[config.mk]
export PLATFORM = sky130hd
export DESIGN_NAME = partition_fit_allocator_top_flat
export DESIGN_NICKNAME = d
export VERILOG_FILES = /design/src/pfa_pkg.sv /design/src/pfa_ifs.sv /design/src/pfa_table.sv /design/src/pfa_ctrl.sv /design/src/partition_fit_allocator_top.sv /design/src/flat_wrapper.sv
export VERILOG_INCLUDE_DIRS = /design/src /design/src/src
export SDC_FILE = /design/constraint.sdc
export NUM_CORES = 2
export LEC_CHECK = 0
export BUFFER_PORTS_ARGS = -buffer_cell sky130_fd_sc_hd__buf_4
export CORE_MARGIN = 8
export CORE_UTILIZATION = 40
export CTS_CLUSTER_DIAMETER = 120
export DETAILED_ROUTE_END_ITERATION = 12
export GPL_TIMING_DRIVEN = 0
export PLACE_DENSITY_LB_ADDON = 0.05
export SKIP_CTS_REPAIR_TIMING = 1
export SLEW_MARGIN = 10
export SYNTH_ARGS = -nofsm -noshare
export SYNTH_HDL_FRONTEND = slang
export SYNTH_HIERARCHICAL = 1
export SYNTH_SLANG_ARGS = --single-unit
[constraint.sdc]
create_clock -name clk -period 7.75 [get_ports clk]
set_input_delay 1.55 -clock clk [delete_from_list [all_inputs] [get_ports clk]]
set_output_delay 1.55 -clock clk [all_outputs]
set_load 0.05 [all_outputs]
[src/partition_fit_allocator_top_defines.svh]
// Assertion macros for the allocator RTL.
`ifndef PARTITION_FIT_ALLOCATOR_TOP_DEFINES_SVH
`define PARTITION_FIT_ALLOCATOR_TOP_DEFINES_SVH
`ifndef SYNTHESIS
`define PFA_ASSERT_CLK(label, clock, reset, prop, msg) \
  label: assert property (@(posedge clock) disable iff (reset) prop) else $error(msg);
`define PFA_ASSERT(label, prop, msg) \
  `PFA_ASSERT_CLK(label, clk, rst, prop, msg)
`else
`define PFA_ASSERT_CLK(label, clock, reset, prop, msg)
`define PFA_ASSERT(label, prop, msg)
`endif
`endif

[src/pfa_pkg.sv]
// Types and constants shared by the allocator modules.
`default_nettype none
package pfa_pkg;
  localparam int FUNC_W      = 1;
  localparam int INDEX_W     = 6;
  localparam int SIZE_W      = 16;
  localparam int POLICY_W    = 3;
  localparam int COUNT_W     = 7;
  localparam int CFG_DATA_W  = 7;
  localparam int CFG_INDEX_W = 1;

  localparam logic [FUNC_W-1:0] FUNC_LOAD  = 1'b0;
  localparam logic [FUNC_W-1:0] FUNC_ALLOC = 1'b1;

  localparam logic [POLICY_W-1:0] POL_FIRST = 3'd0;
  localparam logic [POLICY_W-1:0] POL_BEST  = 3'd1;
  localparam logic [POLICY_W-1:0] POL_WORST = 3'd2;
  localparam logic [POLICY_W-1:0] POL_NEXT  = 3'd3;
  localparam logic [POLICY_W-1:0] POL_LAST  = 3'd4;

  localparam logic [CFG_INDEX_W-1:0] REG_POLICY      = 1'b0;
  localparam logic [CFG_INDEX_W-1:0] REG_BLOCK_COUNT = 1'b1;

  localparam logic [COUNT_W-1:0] BLOCK_COUNT_RESET = 7'd64;

  // Control of the block table ports.
  typedef struct packed {
    logic rd_en;
    logic wr_loaded;
    logic wr_remaining;
  } mem_ctl_t;
endpackage
`default_nettype wire

[src/pfa_ifs.sv]
// Request and result channel interfaces of the allocator.
`default_nettype none
interface pfa_req_if;
  logic                         valid;
  logic                         ready;
  logic [pfa_pkg::FUNC_W-1:0]   func;
  logic [pfa_pkg::INDEX_W-1:0]  entry_index;
  logic [pfa_pkg::SIZE_W-1:0]   size;
  modport source (output valid, output func, output entry_index, output size, input ready);
  modport sink (input valid, input func, input entry_index, input size, output ready);
endinterface

interface pfa_rsp_if;
  logic                         valid;
  logic                         ready;
  logic                         granted;
  logic [pfa_pkg::INDEX_W-1:0]  chosen_index;
  logic [pfa_pkg::SIZE_W-1:0]   block_size;
  modport source (output valid, output granted, output chosen_index, output block_size,
                  input ready);
  modport sink (input valid, input granted, input chosen_index, input block_size,
                output ready);
endinterface
`default_nettype wire

[src/pfa_table.sv]
// Block table: loaded and remaining size memories with registered reads.
`default_nettype none
module pfa_table #(
  parameter int NUM_BLOCKS = 64,
  parameter int SIZE_WIDTH = 16
) (
  input  wire logic                    clk,
  input  wire pfa_pkg::mem_ctl_t       ctl,
  input  wire logic [((NUM_BLOCKS > 1) ? $clog2(NUM_BLOCKS) : 1)-1:0] rd_addr,
  input  wire logic [((NUM_BLOCKS > 1) ? $clog2(NUM_BLOCKS) : 1)-1:0] wr_addr,
  input  wire logic [SIZE_WIDTH-1:0]   wr_data,
  output logic      [SIZE_WIDTH-1:0]   rd_loaded,
  output logic      [SIZE_WIDTH-1:0]   rd_remaining
);
  logic [SIZE_WIDTH-1:0] loaded_mem    [NUM_BLOCKS];
  logic [SIZE_WIDTH-1:0] remaining_mem [NUM_BLOCKS];

  always_ff @(posedge clk) begin
    if (ctl.wr_loaded) begin
      loaded_mem[wr_addr] <= wr_data;
    end
    if (ctl.wr_remaining) begin
      remaining_mem[wr_addr] <= wr_data;
    end
  end

  // Read data holds while no read is issued, so a stalled result keeps it.
  always_ff @(posedge clk) begin
    if (ctl.rd_en) begin
      rd_loaded    <= loaded_mem[rd_addr];
      rd_remaining <= remaining_mem[rd_addr];
    end
  end
endmodule
`default_nettype wire

[src/pfa_ctrl.sv]
// Request sequencer: table loads, table scan, policy selection, write-back and result register.
`default_nettype none
`include "partition_fit_allocator_top_defines.svh"
module pfa_ctrl #(
  parameter int NUM_BLOCKS = 64,
  parameter int SIZE_WIDTH = 16
) (
  input  wire logic                             clk,
  input  wire logic                             rst,
  pfa_req_if.sink                               in_ch,
  pfa_rsp_if.source                             out_ch,
  input  wire logic [pfa_pkg::POLICY_W-1:0]     policy,
  input  wire logic [pfa_pkg::COUNT_W-1:0]      block_count,
  output pfa_pkg::mem_ctl_t                     mem_ctl,
  output logic [((NUM_BLOCKS > 1) ? $clog2(NUM_BLOCKS) : 1)-1:0] rd_addr,
  output logic [((NUM_BLOCKS > 1) ? $clog2(NUM_BLOCKS) : 1)-1:0] wr_addr,
  output logic [SIZE_WIDTH-1:0]                 wr_data,
  input  wire logic [SIZE_WIDTH-1:0]            rd_loaded,
  input  wire logic [SIZE_WIDTH-1:0]            rd_remaining
);
  localparam int IW = (NUM_BLOCKS > 1) ? $clog2(NUM_BLOCKS) : 1;
  localparam int CW = $clog2(NUM_BLOCKS + 1);

  localparam logic [2:0] S_IDLE   = 3'd0;
  localparam logic [2:0] S_SCAN   = 3'd1;
  localparam logic [2:0] S_DRAIN  = 3'd2;
  localparam logic [2:0] S_PICK   = 3'd3;
  localparam logic [2:0] S_WRITE  = 3'd4;
  localparam logic [2:0] S_RESULT = 3'd5;

  logic [2:0]                  state, state_next;
  logic [IW-1:0]               cnt;
  logic [CW-1:0]               n_q;
  logic [SIZE_WIDTH-1:0]       sz_q;
  logic [pfa_pkg::POLICY_W-1:0] pol_q;
  logic [IW-1:0]               start;
  logic [IW-1:0]               ptr;
  logic                        rv;
  logic [IW-1:0]               ridx;
  logic                        found_a, found_b;
  logic [IW-1:0]               pick_a, pick_b, pick;
  logic [SIZE_WIDTH-1:0]       rem_a;
  logic                        out_valid;
  logic                        out_granted;
  logic [pfa_pkg::INDEX_W-1:0] out_index;
  logic [pfa_pkg::SIZE_W-1:0]  out_size;

  logic                        accept, load_ok, slot_free;
  logic [31:0]                 size32, idx32, bc32, n32, pick32, ld32;
  logic [SIZE_WIDTH-1:0]       in_sz;
  logic [IW-1:0]               in_addr;
  logic [CW-1:0]               n_eff;
  logic                        fit, take_a, take_b;
  logic                        fin_found;
  logic [IW-1:0]               fin_pick;

  assign accept    = in_ch.valid && in_ch.ready;
  assign slot_free = !out_valid || out_ch.ready;
  assign size32    = 32'(in_ch.size);
  assign in_sz     = size32[SIZE_WIDTH-1:0];
  assign idx32     = 32'(in_ch.entry_index);
  assign in_addr   = idx32[IW-1:0];
  assign load_ok   = accept && (in_ch.func == pfa_pkg::FUNC_LOAD) &&
                     (idx32 < 32'(NUM_BLOCKS));
  assign bc32      = 32'(block_count);
  assign n32       = (bc32 > 32'(NUM_BLOCKS)) ? 32'(NUM_BLOCKS) : bc32;
  assign n_eff     = n32[CW-1:0];
  assign pick32    = 32'(pick);
  assign ld32      = 32'(rd_loaded);

  // Scan evaluation on the entry whose read data arrived this cycle.
  always_comb begin
    fit    = rd_remaining >= sz_q;
    take_a = 1'b0;
    take_b = 1'b0;
    if (rv) begin
      case (pol_q)
        pfa_pkg::POL_FIRST: take_a = fit && !found_a;
        pfa_pkg::POL_BEST:  take_a = fit && (!found_a || rd_remaining < rem_a);
        pfa_pkg::POL_WORST: take_a = fit && (!found_a || rd_remaining > rem_a);
        pfa_pkg::POL_NEXT: begin
          // The circular scan is split into the part from the pointer upward
          // and the wrapped part below it; the upper part wins.
          if (ridx >= start) begin
            take_a = fit && !found_a;
          end else begin
            take_b = fit && !found_b;
          end
        end
        pfa_pkg::POL_LAST:  take_a = fit;
        default: begin
          take_a = 1'b0;
          take_b = 1'b0;
        end
      endcase
    end
  end

  assign fin_found = found_a || found_b;
  assign fin_pick  = found_a ? pick_a : pick_b;

  always_comb begin
    state_next = state;
    unique case (state)
      S_IDLE: begin
        if (accept && (in_ch.func == pfa_pkg::FUNC_ALLOC)) begin
          if ((n_eff == '0) || (policy > pfa_pkg::POL_LAST)) begin
            state_next = S_RESULT;
          end else begin
            state_next = S_SCAN;
          end
        end
      end
      S_SCAN: begin
        if (32'(cnt) + 32'd1 >= 32'(n_q)) begin
          state_next = S_DRAIN;
        end
      end
      S_DRAIN: state_next = S_PICK;
      S_PICK:  state_next = fin_found ? S_WRITE : S_RESULT;
      S_WRITE: begin
        if (slot_free) begin
          state_next = S_IDLE;
        end
      end
      S_RESULT: begin
        if (slot_free) begin
          state_next = S_IDLE;
        end
      end
      default: state_next = S_IDLE;
    endcase
  end

  always_comb begin
    mem_ctl.rd_en        = (state == S_SCAN) || ((state == S_PICK) && fin_found);
    mem_ctl.wr_loaded    = load_ok;
    mem_ctl.wr_remaining = load_ok || ((state == S_WRITE) && slot_free);
    rd_addr              = (state == S_SCAN) ? cnt : fin_pick;
    wr_addr              = (state == S_WRITE) ? pick : in_addr;
    wr_data              = (state == S_WRITE) ? (rd_remaining - sz_q) : in_sz;
  end

  always_ff @(posedge clk) begin
    if (rst) begin
      state     <= S_IDLE;
      ptr       <= '0;
      rv        <= 1'b0;
      out_valid <= 1'b0;
    end else begin
      state <= state_next;
      rv    <= (state == S_SCAN);
      if (load_ok) begin
        ptr <= '0;
      end else if ((state == S_WRITE) && slot_free && (pol_q == pfa_pkg::POL_NEXT)) begin
        ptr <= pick;
      end
      if (((state == S_WRITE) || (state == S_RESULT)) && slot_free) begin
        out_valid <= 1'b1;
      end else if (out_ch.ready) begin
        out_valid <= 1'b0;
      end
    end
  end

  always_ff @(posedge clk) begin
    if (accept) begin
      cnt     <= '0;
      n_q     <= n_eff;
      sz_q    <= in_sz;
      pol_q   <= policy;
      start   <= (32'(ptr) < n32) ? ptr : '0;
      found_a <= 1'b0;
      found_b <= 1'b0;
    end else begin
      if (state == S_SCAN) begin
        cnt <= cnt + 1'b1;
      end
      ridx <= cnt;
      if (take_a) begin
        found_a <= 1'b1;
        pick_a  <= ridx;
        rem_a   <= rd_remaining;
      end
      if (take_b) begin
        found_b <= 1'b1;
        pick_b  <= ridx;
      end
    end
    if (state == S_PICK) begin
      pick <= fin_pick;
    end
    if ((state == S_WRITE) && slot_free) begin
      out_granted <= 1'b1;
      out_index   <= pick32[pfa_pkg::INDEX_W-1:0];
      out_size    <= ld32[pfa_pkg::SIZE_W-1:0];
    end else if ((state == S_RESULT) && slot_free) begin
      out_granted <= 1'b0;
      out_index   <= '0;
      out_size    <= '0;
    end
  end

  assign in_ch.ready         = (state == S_IDLE);
  assign out_ch.valid        = out_valid;
  assign out_ch.granted      = out_granted;
  assign out_ch.chosen_index = out_index;
  assign out_ch.block_size   = out_size;

  `PFA_ASSERT(a_scan_in_range, (state == S_SCAN) |-> (32'(cnt) < 32'(n_q)), "scan address past block count")
  `PFA_ASSERT(a_pick_in_range, (state == S_WRITE) |-> (32'(pick) < 32'(n_q)), "chosen block past block count")
  `PFA_ASSERT(a_grant_follows_write, ((state == S_WRITE) && slot_free) |=> (out_valid && out_granted), "write-back without granted result")
  `PFA_ASSERT(a_no_read_on_write, !(mem_ctl.rd_en && mem_ctl.wr_remaining), "table read and write in one cycle")
endmodule
`default_nettype wire

[src/partition_fit_allocator_top.sv]
// Top level of the partition fit allocator: configuration registers, sequencer, table.
//
//  channel   dir  handshake            payload
//  in_ch     in   valid/ready          func, entry_index, size
//  out_ch    out  valid/ready          granted, chosen_index, block_size
//  cfg       in   cfg_we (no stall)    cfg_index, cfg_wdata
//
// A load request is written to the table in the cycle it is accepted; an allocate request
// reads the remaining-size memory one entry a cycle over the effective block count, then
// picks and writes back. Block count zero or an unknown policy skips the scan.
// Reset is synchronous; the table memories are not cleared and need no clearing pass.
// A finished result waits in the output register while the next request is accepted;
// an allocate that finds the register still full waits before its write-back.
`default_nettype none
module partition_fit_allocator_top #(
  parameter int NUM_BLOCKS = 64,
  parameter int SIZE_WIDTH = 16
) (
  input  wire logic                                clk,
  input  wire logic                                rst,
  pfa_req_if.sink                                  in_ch,
  pfa_rsp_if.source                                out_ch,
  input  wire logic                                cfg_we,
  input  wire logic [pfa_pkg::CFG_INDEX_W-1:0]     cfg_index,
  input  wire logic [pfa_pkg::CFG_DATA_W-1:0]      cfg_wdata
);
  localparam int IW = (NUM_BLOCKS > 1) ? $clog2(NUM_BLOCKS) : 1;

  logic [pfa_pkg::POLICY_W-1:0] policy;
  logic [pfa_pkg::COUNT_W-1:0]  block_count;
  pfa_pkg::mem_ctl_t            mem_ctl;
  logic [IW-1:0]                rd_addr, wr_addr;
  logic [SIZE_WIDTH-1:0]        wr_data, rd_loaded, rd_remaining;

  always_ff @(posedge clk) begin
    if (rst) begin
      policy      <= pfa_pkg::POL_FIRST;
      block_count <= pfa_pkg::BLOCK_COUNT_RESET;
    end else if (cfg_we) begin
      unique case (cfg_index)
        pfa_pkg::REG_POLICY:      policy      <= cfg_wdata[pfa_pkg::POLICY_W-1:0];
        pfa_pkg::REG_BLOCK_COUNT: block_count <= cfg_wdata[pfa_pkg::COUNT_W-1:0];
        default: ;
      endcase
    end
  end

  pfa_ctrl #(
    .NUM_BLOCKS(NUM_BLOCKS),
    .SIZE_WIDTH(SIZE_WIDTH)
  ) u_ctrl (
    .clk          (clk),
    .rst          (rst),
    .in_ch        (in_ch),
    .out_ch       (out_ch),
    .policy       (policy),
    .block_count  (block_count),
    .mem_ctl      (mem_ctl),
    .rd_addr      (rd_addr),
    .wr_addr      (wr_addr),
    .wr_data      (wr_data),
    .rd_loaded    (rd_loaded),
    .rd_remaining (rd_remaining)
  );

  pfa_table #(
    .NUM_BLOCKS(NUM_BLOCKS),
    .SIZE_WIDTH(SIZE_WIDTH)
  ) u_table (
    .clk          (clk),
    .ctl          (mem_ctl),
    .rd_addr      (rd_addr),
    .wr_addr      (wr_addr),
    .wr_data      (wr_data),
    .rd_loaded    (rd_loaded),
    .rd_remaining (rd_remaining)
  );
endmodule
`default_nettype wire
[src/flat_wrapper.sv]
// flat-port wrapper written by rule: the top's interface ports become plain ports
module partition_fit_allocator_top_flat 
#(
  parameter int NUM_BLOCKS = 64,
  parameter int SIZE_WIDTH = 16
)
  (clk, rst, cfg_we, cfg_index, cfg_wdata, in_ch_valid, in_ch_func, in_ch_entry_index, in_ch_size, in_ch_ready, out_ch_valid, out_ch_granted, out_ch_chosen_index, out_ch_block_size, out_ch_ready);
  pfa_req_if in_ch_i ();
  pfa_rsp_if out_ch_i ();
  input  wire logic clk;
  input  wire logic rst;
  input  wire logic cfg_we;
  input  wire logic [pfa_pkg::CFG_INDEX_W-1:0] cfg_index;
  input  wire logic [pfa_pkg::CFG_DATA_W-1:0] cfg_wdata;
  input wire logic [$bits(in_ch_i.valid)-1:0] in_ch_valid;
  input wire logic [$bits(in_ch_i.func)-1:0] in_ch_func;
  input wire logic [$bits(in_ch_i.entry_index)-1:0] in_ch_entry_index;
  input wire logic [$bits(in_ch_i.size)-1:0] in_ch_size;
  output wire logic [$bits(in_ch_i.ready)-1:0] in_ch_ready;
  output wire logic [$bits(out_ch_i.valid)-1:0] out_ch_valid;
  output wire logic [$bits(out_ch_i.granted)-1:0] out_ch_granted;
  output wire logic [$bits(out_ch_i.chosen_index)-1:0] out_ch_chosen_index;
  output wire logic [$bits(out_ch_i.block_size)-1:0] out_ch_block_size;
  input wire logic [$bits(out_ch_i.ready)-1:0] out_ch_ready;
  assign in_ch_i.valid = in_ch_valid;
  assign in_ch_i.func = in_ch_func;
  assign in_ch_i.entry_index = in_ch_entry_index;
  assign in_ch_i.size = in_ch_size;
  assign in_ch_ready = in_ch_i.ready;
  assign out_ch_valid = out_ch_i.valid;
  assign out_ch_granted = out_ch_i.granted;
  assign out_ch_chosen_index = out_ch_i.chosen_index;
  assign out_ch_block_size = out_ch_i.block_size;
  assign out_ch_i.ready = out_ch_ready;
  partition_fit_allocator_top #(.NUM_BLOCKS(NUM_BLOCKS), .SIZE_WIDTH(SIZE_WIDTH)) u_core (.clk(clk), .rst(rst), .in_ch(in_ch_i), .out_ch(out_ch_i), .cfg_we(cfg_we), .cfg_index(cfg_index), .cfg_wdata(cfg_wdata));
endmodule
Word-level counts from Yosys, hierarchy flattened:

Memory sizes are Yosys's and may differ from the RTL's. A register that Yosys moved wholly into a read port is not among the register bits.
Index checks and enable logic that the tools add are counted.

* reduce and logical (&&, ||, !) cells: 36
* $add $sub $neg: 3
* muxes and demuxes: 27
* magnitude comparators: 9
* bitwise gates (word level): 3
* equality and inequality tests: 12

Operators by type and width (number)
* 16-bit 2-to-1 mux: 3
* 6-bit 2-to-1 mux: 5
* 16-bit greater-or-equal comparator: 1
* 16-bit greater-than comparator: 1
* 16-bit less-than comparator: 1
* 16-bit subtractor: 1
* 3-bit case mux with 5 select lines: 1
* 1-bit logical AND: 13
* 3-bit by 2-bit == test with 1-bit output (second input constant): 4
* 1-bit 2-to-1 mux: 12
* 3-bit 2-to-1 mux: 4
* 3-bit == test (second input constant): 3
* 1-bit logical OR: 8
* 2-bit AND reduction: 4
* 6-bit by 1-bit adder with 7-bit output (second input constant): 1
* 7-bit greater-or-equal comparator: 1
* 7-bit greater-than comparator (second input constant): 1
* 7-bit logical NOT: 1
* 6-bit by 7-bit less-than comparator with 1-bit output: 1
* 6-bit by 7-bit less-than comparator with 1-bit output (second input constant): 1
* 7-bit 2-to-1 mux: 1
* 6-bit by 1-bit adder with 6-bit output (second input constant): 1
* 3-bit by 1-bit == test with 1-bit output (second input constant): 2
* 6-bit greater-or-equal comparator: 1
* 10 further kinds: 18

* output and inout bits: 25
* register bits: 124
* RAM bits: 2048
* bits of input ports: 36
* memories kept: 2

Memory list
* u_core.u_table.loaded_mem: depth 64, bits a word 16, rd ports 1, clocked after Yosys merged registers in 1, wr ports 1, line pfa_table.sv:15 `logic [SIZE_WIDTH-1:0] loaded_mem [NUM_BLOCKS];`
* u_core.u_table.remaining_mem: depth 64, bits a word 16, rd ports 1, clocked after Yosys merged registers in 1, wr ports 1, line pfa_table.sv:16 `logic [SIZE_WIDTH-1:0] remaining_mem [NUM_BLOCKS];`

Longest topological paths before layout:

* word-level depth: 7
* depth in mapped cells: 15
* gate-level depth less buffers: 10

Hierarchy:

Netlist, hierarchy kept.

Modules (own cells, without submodules)
* pfa_table: sequential area each 62459.9 µm², times used 1, cells an instance 3428, area each 79392.4 µm²
* pfa_ctrl: sequential area each 3223.1 µm², times used 1, cells an instance 564, area each 6160.9 µm²
* partition_fit_allocator_top: sequential area each 200.2 µm², times used 1, cells an instance 43, area each 441.7 µm²

Worst setup path before layout:

Ideal clock, no wire load.

* path kind: register to register
* from: reg u_core.u_table.rd_remaining[1] (read register of u_core.u_table.remaining_mem)
* to: mem u_core.u_table.loaded_mem[0][9], data pin
* period minus slack after synthesis: 8.023 ns
* slack: -0.273 ns
* required time: 6.525 ns
* path buffers: 0
* cell stages (with the launch flop): 8
* arrival: 6.798 ns
* path through: edfxtp_1 ha_1 nor2b_1 o31ai_2 a31oi_2 o21ai_0 a21oi_1 o31ai_1

* cells in the longest elaborated chain, start to end: 2

Ends and longest elaborated chain
* start: declaration: line pfa_table.sv:13 `output logic [SIZE_WIDTH-1:0] rd_remaining`
* 16-bit subtractor: line pfa_ctrl.sv:141 `wr_data = (state == S_WRITE) ? (rd_remaining - sz_q) : in_sz;`
* 16-bit 2-to-1 mux: line pfa_ctrl.sv:141
* via u_core.wr_data[9]: line partition_fit_allocator_top.sv:33 `logic [SIZE_WIDTH-1:0] wr_data, rd_loaded, rd_remaining;`
* end: declaration: line pfa_table.sv:15

The timed path passes the listed nets, and every way through them passes these cells.

Worst setup path after layout:

* from: reg u_core.u_ctrl.state[0]
* to: reg u_core.u_table.rd_loaded[4] (read register of u_core.u_table.loaded_mem), data pin

* elaborated cells on any way between the ends: 5

RTL lines
* start: declaration: line pfa_ctrl.sv:31 `logic [2:0] state, state_next;`
* start signal: assignment: line pfa_ctrl.sv:151 `state <= state_next;`
* 3-bit by 1-bit == test with 1-bit output: line pfa_ctrl.sv:139 `rd_addr = (state == S_SCAN) ? cnt : fin_pick;`
* 6-bit 2-to-1 mux: line pfa_ctrl.sv:139
* via u_core.rd_addr[1]: line partition_fit_allocator_top.sv:32 `logic [IW-1:0] rd_addr, wr_addr;`
* end: declaration: line pfa_table.sv:12 `output logic [SIZE_WIDTH-1:0] rd_loaded,`

The timed path passes the listed nets, and every way through them passes these cells.
A chain may end at the register's enable or synchronous reset.

==> impl_metrics.prom <==
# TYPE chip_impl_metric gauge
chip_impl_metric{name="synthArstFlopShare",unit="%"} 0
chip_impl_metric{name="holdPathStages",unit=""} 0
chip_impl_metric{name="worst-slew-pin-transition",unit="ns"} 1.39
chip_impl_metric{name="initial_core_util",unit="%"} 40.1
chip_impl_metric{name="combinationalPowerShare",unit="%"} 26.9
chip_impl_metric{name="clkSinkCount",unit=""} 2204
chip_impl_metric{name="dpl.cell_count",unit=""} 7098
chip_impl_metric{name="maxSlewHeadroom",unit="%"} 7.48
chip_impl_metric{name="place_congestion",unit=""} 0.956
chip_impl_metric{name="die-width",unit="microns"} 480
chip_impl_info{name="status",value="finished, final reports clean"} 1
chip_impl_info{name="root_buffer_selected_by_cts",value="sky130_fd_sc_hd__clkbuf_16"} 1
chip_impl_metric{name="vias_per_cell",unit=""} 5.99
chip_impl_metric{name="fin_util",unit="%"} 47.6
chip_impl_metric{name="detail_route.wirelength",unit="microns"} 300000
chip_impl_info{name="setup.worst_path.end_class",value="flip-flop"} 1
chip_impl_metric{name="netSwitchingFraction",unit="%"} 32.0
chip_impl_info{name="grt_setup_unrepaired",value="no"} 1
chip_impl_metric{name="p_leak",unit="nW"} 32.5
chip_impl_metric{name="ff_to_ff_path_depth",unit=""} 14
chip_impl_metric{name="finalWorstPathRequiredPeriod",unit="ns"} 6.39
chip_impl_metric{name="detailroute.via_count",unit=""} 45175
chip_impl_info{name="synth_flop_cell",value="sky130_fd_sc_hd__edfxtp_1"} 1
chip_impl_metric{name="setup_viol",unit=""} 0
chip_impl_metric{name="number_of_antenna_violations_at_the_first_check_in_global_routing",unit=""} 17
chip_impl_metric{name="final_cell_count_no_fill",unit=""} 7539
chip_impl_metric{name="seq_power_share",unit="%"} 39.7
chip_impl_info{name="crit_path_start_kind",value="flip-flop"} 1
chip_impl_metric{name="post_synth_instance_area",unit="sq um"} 86000
chip_impl_metric{name="io_buffer_count",unit=""} 58
chip_impl_metric{name="fin_skew",unit="ns"} 0.0395
chip_impl_info{name="critical_path.slowest_cell",value="sky130_fd_sc_hd__clkbuf_1"} 1
chip_impl_metric{name="hold_ws",unit="ns"} 0.441
chip_impl_metric{name="drive_gt1_share",unit="%"} 30.5
chip_impl_metric{name="mean_instance_size_in_the_synthesized_netlist",unit="sq um"} 21.3
chip_impl_metric{name="total_switching_power",unit="mW"} 10.9
chip_impl_metric{name="cts-buffers-inserted",unit=""} 232
chip_impl_metric{name="area_delta_synth_final",unit="%"} 18.5
chip_impl_metric{name="io_pins",unit=""} 61
chip_impl_metric{name="power_per_cell_area",unit="nW/um^2"} 335
chip_impl_metric{name="detailed_place_hpwl",unit="microns"} 207000
chip_impl_metric{name="htree_levels",unit=""} 4
chip_impl_metric{name="first_global_vias",unit=""} 44032
chip_impl_metric{name="path_max_fanout",unit=""} 10
chip_impl_metric{name="cp.buffers_inverters",unit=""} 7
chip_impl_metric{name="syn-num-nets",unit=""} 4123
chip_impl_metric{name="yosys_warnings",unit=""} 6
chip_impl_metric{name="fillers",unit=""} 17666
chip_impl_metric{name="p_int",unit="mW"} 23.2
chip_impl_info{name="final_cell_mix",value="2174 x sky130_fd_sc_hd__edfxtp_1, 532 x sky130_fd_sc_hd__mux4_2, 236 x sky130_fd_sc_hd__clkbuf_16"} 1
chip_impl_metric{name="post-route-drc-count",unit=""} 0
chip_impl_metric{name="std_cell_rows",unit=""} 170
chip_impl_metric{name="max_clock_freq",unit="MHz"} 157
chip_impl_info{name="cp_cell_sequence",value="clkbuf_1, nand2_1, buf_2, mux2_2, buf_2, buf_2, buf_2, buf_4, nand2b_1, clkbuf_1, o22ai_1, nor2_1, a32oi_1, nor2_1"} 1
chip_impl_metric{name="drt-wirelength-per-cell",unit="microns"} 39.8
chip_impl_metric{name="netlist-cell-type-count",unit=""} 75
chip_impl_metric{name="die-area",unit="sq um"} 230000
chip_impl_info{name="tritoncts",value="built"} 1
chip_impl_info{name="cp_top_family",value="buffers and inverters"} 1
chip_impl_metric{name="layout_worst_path_cycle_share",unit="%"} 82.4
chip_impl_metric{name="detail_route.iter0.violations",unit=""} 5854
chip_impl_metric{name="yosys_register_bits",unit=""} 2204
chip_impl_info{name="worstHoldPathType",value="flip-flop to flip-flop"} 1
chip_impl_metric{name="max_cap_violations",unit=""} 0
chip_impl_metric{name="grt_usage",unit="%"} 25.7
chip_impl_metric{name="clkPwrFrac",unit="%"} 33.3
chip_impl_metric{name="cts_max_path_buffers",unit=""} 3
chip_impl_metric{name="synth.yosys.seq_area_share",unit="%"} 76.6
chip_impl_metric{name="final_max_slew_viol_count",unit=""} 0
chip_impl_metric{name="synthesis.instances",unit=""} 4035
chip_impl_info{name="reg2reg_from",value="u_core/u_ctrl/state[0]$_SDFFE_PP0P_"} 1
chip_impl_metric{name="wire_length_of_the_first_global_routing_pass",unit="microns"} 400000
chip_impl_metric{name="chipHeight",unit="microns"} 480
chip_impl_metric{name="largest_net_degree_at_the_start_of_global_routing",unit=""} 70
chip_impl_metric{name="worst_case_vdd_ir_drop",unit="uV"} 245
chip_impl_info{name="critPathKind",value="flip-flop to flip-flop"} 1
chip_impl_metric{name="final_nets",unit=""} 4583
chip_impl_metric{name="remaining_number_of_nets_flagged_by_the_antenna_check_after_routing",unit=""} 0
chip_impl_metric{name="max_incr_delay_on_cp",unit="ns"} 0.73
chip_impl_metric{name="critical_path_required",unit="ns"} 8.36
chip_impl_info{name="r2r-end",value="u_core/u_table/rd_loaded[4]$_DFFE_PP_"} 1
chip_impl_metric{name="drt_pre_antenna_iters",unit=""} 5
chip_impl_metric{name="grt-ovfl-total",unit=""} 0
chip_impl_metric{name="area_of_the_core",unit="sq um"} 214000
chip_impl_info{name="worstHoldEndpoint",value="u_core/u_ctrl/ridx[2]$_DFFE_PN_"} 1
chip_impl_info{name="critical-path-top-cell-by-count",value="sky130_fd_sc_hd__buf_2"} 1
chip_impl_metric{name="clkSlewWorstSetupHoldPaths",unit="ns"} 0.06
chip_impl_info{name="min_from",value="u_core/u_ctrl/cnt[2]$_SDFFE_PP0P_"} 1
chip_impl_metric{name="r2r_slack",unit="ns"} 1.36
chip_impl_metric{name="timing_hold_violations_final",unit=""} 0
chip_impl_info{name="layout_commonest_cell",value="sky130_fd_sc_hd__edfxtp_1"} 1
chip_impl_metric{name="synth_edf_count",unit=""} 2174
chip_impl_metric{name="critical_path_arrival",unit="ns"} 6.99
chip_impl_metric{name="clk-insertion-delay-late",unit="ns"} 0.89
[final cells by class]
class,instances,area (sq um),share of cell area [%]
clock inverter,137,1520,1.49
clock buffer,296,6200,6.08
buffer,210,1180,1.16
timing repair buffer,226,3670,3.60
multi-input combinational,1551,19600,19.3
inverter,70,265,0.260
tap,2838,3550,3.48
antenna,7,17.5,0.0172
sequential,2204,65900,64.6
[synthesized netlist by cell type, types with 10 or more instances]
| cell | n | share of area, % |
|---|---|---|
| sky130_fd_sc_hd__a21o_1 | 21 | 0.18 |
| sky130_fd_sc_hd__a21oi_1 | 65 | 0.38 |
| sky130_fd_sc_hd__a32oi_1 | 13 | 0.13 |
| sky130_fd_sc_hd__and3_1 | 26 | 0.19 |
| sky130_fd_sc_hd__buf_1 | 17 | 0.074 |
| sky130_fd_sc_hd__buf_2 | 39 | 0.23 |
| sky130_fd_sc_hd__buf_4 | 32 | 0.28 |
| sky130_fd_sc_hd__buf_6 | 24 | 0.31 |
| sky130_fd_sc_hd__clkbuf_1 | 98 | 0.43 |
| sky130_fd_sc_hd__dfxtp_1 | 30 | 0.70 |
| sky130_fd_sc_hd__edfxtp_1 | 2174 | 76 |
| sky130_fd_sc_hd__ha_1 | 51 | 0.74 |
| sky130_fd_sc_hd__inv_1 | 67 | 0.29 |
| sky130_fd_sc_hd__mux2_2 | 28 | 0.37 |
| sky130_fd_sc_hd__mux2i_1 | 113 | 1.3 |
| sky130_fd_sc_hd__mux4_2 | 532 | 14 |
| sky130_fd_sc_hd__nand2_1 | 94 | 0.41 |
| sky130_fd_sc_hd__nand2b_1 | 32 | 0.23 |
| sky130_fd_sc_hd__nand3_1 | 28 | 0.16 |
| sky130_fd_sc_hd__nor2_1 | 220 | 0.96 |
| sky130_fd_sc_hd__nor3_1 | 10 | 0.058 |
| sky130_fd_sc_hd__o21ai_0 | 23 | 0.13 |
| sky130_fd_sc_hd__o221ai_1 | 33 | 0.34 |
| sky130_fd_sc_hd__o22ai_1 | 104 | 0.76 |
| sky130_fd_sc_hd__or3_1 | 14 | 0.10 |
| sky130_fd_sc_hd__xnor2_1 | 11 | 0.11 |
[registers in the layout (all words and copies together) (netlist names), 3 cells and up]
register                           cells
u_core/u_ctrl/ptr                      6
u_core/block_count                     7
u_core/u_ctrl/n_q                      7
u_core/policy                          3
u_core/u_table/rd_loaded              16
u_core/u_ctrl/pick                     6
u_core/u_ctrl/out_ch.chosen_index      6
u_core/u_ctrl/state                    3
u_core/u_ctrl/rem_a                   16
u_core/u_table/rd_remaining           16
u_core/u_ctrl/cnt                      6
u_core/u_ctrl/out_ch.block_size       16
u_core/u_table/loaded_mem           1024
u_core/u_ctrl/sz_q                    16
u_core/u_ctrl/pol_q                    3
u_core/u_ctrl/pick_b                   6
u_core/u_ctrl/ridx                     6
u_core/u_table/remaining_mem        1024
u_core/u_ctrl/pick_a                   6
u_core/u_ctrl/start                    6
[logic make-up after synthesis]
| kind of cell | after synthesis | synth area share, % |
|---|---|---|
| adder cells (fa/ha/maj) | 52 | 0.765 |
| multiplexers | 673 | 15.6 |
| flip-flops | 2204 | 76.6 |
| XOR/XNOR | 17 | 0.173 |
| buffers and inverters | 280 | 1.63 |
| AO/OA/AOI/OAI | 312 | 2.42 |
| AND/OR/NAND/NOR | 497 | 2.78 |
[stage by stage]
stage | setup TNS [ns] | total power, mW | instance area, sq um | setup slack, ns
after floorplan | 0 | 18.4 | 86000 | 0.0322
after global placement | -9404.10 | 22.8 | 90000 | -8.82
after detailed placement | 0 | 22.9 | 94200 | 1.50
after CTS | 0 | 34.2 | 102000 | 1.46
after global routing | 0 | 34.9 | 102000 | 1.31
final | 0 | 34.1 | 102000 | 1.36
[power by group through the flow]
stage | combinational, mW | clock [mW] | sequential [mW]
5_1_grt | 9.37 | 12.0 | 13.6
3_3_place_gp | 8.75 | 0 | 14.0
6_report | 9.19 | 11.4 | 13.6
3_5_place_dp | 9.07 | 0 | 13.8
4_1_cts | 9.09 | 11.6 | 13.6
2_1_floorplan | 4.56 | 0 | 13.8
[worst max path at each step]
stage / start / end / slack (ns) / cells past startpoint
2_1_floorplan: u_core/u_table/rd_remaining[1]$_DFFE_PP_ / u_core/u_table/loaded_mem[0][11]$_DFFE_PP_ / 0.03 / 7
3_3_place_gp: u_core/u_table/rd_remaining[1]$_DFFE_PP_ / u_core/u_table/loaded_mem[60][5]$_DFFE_PP_ / -8.82 / 6
3_5_place_dp: u_core/u_ctrl/state[0]$_SDFFE_PP0P_ / u_core/u_table/rd_loaded[9]$_DFFE_PP_ / 1.50 / 14
4_1_cts: u_core/u_ctrl/state[0]$_SDFFE_PP0P_ / u_core/u_table/rd_loaded[9]$_DFFE_PP_ / 1.46 / 14
5_1_grt: u_core/u_ctrl/state[0]$_SDFFE_PP0P_ / u_core/u_table/rd_loaded[9]$_DFFE_PP_ / 1.31 / 14
6_report: u_core/u_ctrl/state[0]$_SDFFE_PP0P_ / u_core/u_table/rd_loaded[4]$_DFFE_PP_ / 1.36 / 14
[layer usage]
layer | share of wire [%] | global-route usage [%]
met5 | 0 | 0
met4 | 4.2 | 9.65
met3 | 8.5 | 6.21
met2 | 45 | 38.9
met1 | 43 | 36.4
(Power assumes the default switching activity.)
